<file path="src/sv/sacts_ram.sv">
// ----------------------------------------------------------------------------
// sacts_ram
// Generic single-write, single-read RAM with registered read data.
// ----------------------------------------------------------------------------
module sacts_ram #(
  parameter int WIDTH = 8,
  parameter int DEPTH = 16
) (
  input  logic                                   clk,
  input  logic                                   wr_en,
  input  logic [((DEPTH > 1) ? $clog2(DEPTH) : 1)-1:0] wr_addr,
  input  logic [WIDTH-1:0]                       wr_data,
  input  logic                                   rd_en,
  input  logic [((DEPTH > 1) ? $clog2(DEPTH) : 1)-1:0] rd_addr,
  output logic [WIDTH-1:0]                       rd_data
);

  logic [WIDTH-1:0] mem [DEPTH];

  always_ff @(posedge clk) begin
    if (wr_en) begin
      mem[wr_addr] <= wr_data;
    end
  end

  always_ff @(posedge clk) begin
    if (rd_en) begin
      rd_data <= mem[rd_addr];
    end
  end

endmodule

</file>
<file path="config.mk">
export PLATFORM = sky130hd
export DESIGN_NAME = sacts_ram
export DESIGN_NICKNAME = d
export VERILOG_FILES = /design/src/sv/sacts_ram.sv
export SDC_FILE = /design/constraint.sdc
export NUM_CORES = 1
export LEC_CHECK = 0
export BUFFER_PORTS_ARGS = -buffer_cell sky130_fd_sc_hd__buf_2
export CORE_ASPECT_RATIO = 2
export CORE_UTILIZATION = 30
export CTS_BUF_LIST = sky130_fd_sc_hd__clkbuf_16
export DETAILED_ROUTE_END_ITERATION = 6
export GPL_TIMING_DRIVEN = 0
export SYNTH_ARGS = -nofsm -noshare
export SYNTH_HDL_FRONTEND = slang
export SYNTH_SLANG_ARGS = --single-unit
</file>
<file path="constraint.sdc">
create_clock -name clk -period 2.81 [get_ports clk]
set_input_delay 0.1405 -clock clk [delete_from_list [all_inputs] [get_ports clk]]
set_output_delay 0.1405 -clock clk [all_outputs]
set_load 0.02 [all_outputs]
</file>
==> results.md <==
* XOR/XNOR Fraction of Synth Area at 0
* Mux cell area share after synthesis at 0.148
* 1st-iter DRT viols at 153
* Initial antenna violation count at 0
* Arrival time worst endpoint at 1.81 ns
* Largest family of logic cells by synthesized area: multiplexers
* Most used DFF post-synth: edfxtp_1
* Yosys cell types at 18
* Final hold vios at 0
* Rel. slew slack at 0.0890
* Filler cells at 1604
* Compound-Gate Fraction of Synth Area at 0.0230
* Synth warn at 0
* Hold/Removal Path Class: in2reg
* Post-CTS Resized at 0
* CTS root buffer: clkbuf_16
* CTS Buf Count at 17
* GRT overflow at 0
* Reg2reg path depth at 3
* Reg area at 4080 µm²
* # hold bufs at CTS at 0
* Yosys reg bits at 136
* Total Nets Final at 293
* Critical Path Source Type: input port
* Met1 global-route usage at 0.125
* Syn avg cell area at 22.8 µm²
* Worst Hold Slack at 0.0502 ns
* Slew @ Worst Pin at 1.36 ns
* Critical Path Slowest Stage Cell: nor3_1
* DRC at 0
* M2 GR Usage at 0.238
* Synth Area in Adders at 0
* Final antenna-violating net count at 0
* Commonest cells after routing, fill and taps aside: edfxtp_1, buf_2, mux4_2
* Cell count after synthesis at 229
* DPL Wire Length at 7440 µm
* Crit path kind: in2reg
* Routing usage on met3 at 0.0335
* Asr flop ratio synth at 0
* Die H at 189 µm
* Die ar. at 18000 µm²
* Top-Level Pins at 27
* Wire per inst at 21.2 µm
* IO Port Bufs at 25
* Power per cell area at 774 nW/µm²
* Post-CTS setup buffer count at 0
* Via count at 2360
* Hold EP: rd_data[3]$_DFFE_PP_
* Area of the multi-input gates at 1060 µm²
* RR Startpoint: mem[1][3]$_DFFE_PP_
* Largest net degree at the start of global routing at 17
* TritonCTS clock tree: built
* Worst hold start: rd_en
* Post-Syn Area at 5230 µm²
* Max Cap Violations at 0
* Peak supply drop at 0.341 mV
* GRT Total Usage at 0.131
* CP max stage delay at 1.04 ns
* RR Endpoint: rd_data[3]$_DFFE_PP_
* Antenna cells at 0
* Clock Pin Slew Worst Setup and Hold Paths at 0.06 ns
* Hold Path Depth at 1
* GR peak layer: met2
* Worst-path maximum fanout at 8
* Final number of setup-violating endpoints at 0
* CTS Sinks at 136
* Flop-to-flop setup slack at 1.28 ns
* Cell row count at 68
* Starting Density at 0.304
* Core area at 17200 µm²
* First-pass GRT wire length at 15600 µm
* First-pass DRT Iterations at 4
* Status: finished clean
* Highest Clock Rate at 561 MHz
* Clock latency at the later pin of the worst-skew pair at 0.42 ns
* Max Root-Sink Buffers at 2
* CP cell instances: buf_2, or3b_2, nor3_1
* Setup TNS Final at 0 ns
* Period minus WS final at 1.78 ns
* Final RePlAce weighted congestion at 0.781
* Drt total wl at 10500 µm
* Most common cell after layout, fill and taps aside: edfxtp_1
* Clock skew at 0.00592 ns
* Post-Layout Cell Count at 497
* H-Tree Depth at 4
* RSZ-0062 raised after global routing: false
* Vias in the first global route at 2521
* Post-synth EDFFs at 136
* Vias per inst at 4.75
* Critical Path RT at 2.83 ns
* Crit share post-route at 0.634
* Slew Limit Fails at 0
* Chip width at 95.3 µm
* Syn Nets at 248
* Share of layout cells above drive strength 1 at 0.303
* Inst Count DP at 464
* Crit end category: register
* Synth Area in Simple Gates at 0.0314
* Area Growth Syn to Fin at 19.7%
* Leakage at 2.06 nW
* Post-synthesis sequential area ratio at 0.781
## flip-flops by register name (all words and copies together) (netlist names)
register	flops
rd_data	8
mem	128
## per-stage QoR
step,area [µm²],worst slack [ns],total power [mW],utilization
after floorplan,5230,1.18,2.46,-
after global placement,5620,0.644,2.56,0.327
after detailed placement,5620,0.596,2.57,0.327
after CTS,6240,1.03,4.88,0.363
after global routing,6250,0.958,4.96,0.364
final,6250,1.03,4.84,0.364
## cell usage after synthesis, types with 2 or more instances
master             n  area share
edfxtp_1         136        0.78
nor3_1             4      0.0038
nand3b_1           2      0.0029
nor2_1            13      0.0093
buf_2              3      0.0029
nand2_1            9      0.0065
nand2b_1           2      0.0024
mux4_2            18       0.078
clkdlybuf4s25_2    3      0.0057
mux4_1            14       0.070
buf_6              3      0.0065
a22oi_1           16       0.023
## worst max-delay path by stage
stage	endpoint	cells past startpoint	start
3_5_place_dp	mem[0][2]$_DFFE_PP_	3	wr_addr[2]
5_1_grt	mem[0][1]$_DFFE_PP_	3	wr_addr[2]
3_3_place_gp	mem[0][2]$_DFFE_PP_	3	wr_addr[2]
2_1_floorplan	mem[0][0]$_DFFE_PP_	2	wr_addr[2]
6_report	mem[0][0]$_DFFE_PP_	3	wr_addr[2]
4_1_cts	mem[0][1]$_DFFE_PP_	3	wr_addr[2]
## routing by layer
| metal | wire length (µm) | up-vias | share of wire |
|---|---|---|---|
| met5 | 0 | - | 0 |
| met4 | 391 | 0 | 0.037 |
| met3 | 423 | 18 | 0.040 |
| met2 | 6200 | 66 | 0.59 |
| met1 | 3530 | 1203 | 0.33 |
| li1 | - | 1073 | - |
## cell families (layout without fill, tap and decap cells)
logic type | after synthesis | in the layout
DFF | 136 | 136
and+or+nand+nor | 35 | 35
muxes | 32 | 32
AOI/OAI and AO/OA | 16 | 16
buffers and inverters | 10 | 68
## area by class of cell
cell class | instances | share of cell area
clock buffers | 17 | 0.0680
multi-input cells | 83 | 0.170
flip-flops and latches | 136 | 0.653
clock inverters | 15 | 0.0322
plain buffers | 10 | 0.0138
repair buffers | 26 | 0.0212
well taps | 210 | 0.0420
## report_power, final
group / switching (mW) / internal (mW) / total [mW]
registers: 0.00948 / 2.29 / 2.30
clock network: 0.831 / 1.49 / 2.32
logic: 0.140 / 0.0888 / 0.228
## worst max-delay path, delay by kind of cell
kind,cells,cell delay (ns)
simple gates,2,1.54
buf+inv,1,0.12
(Power assumes the default switching activity.)
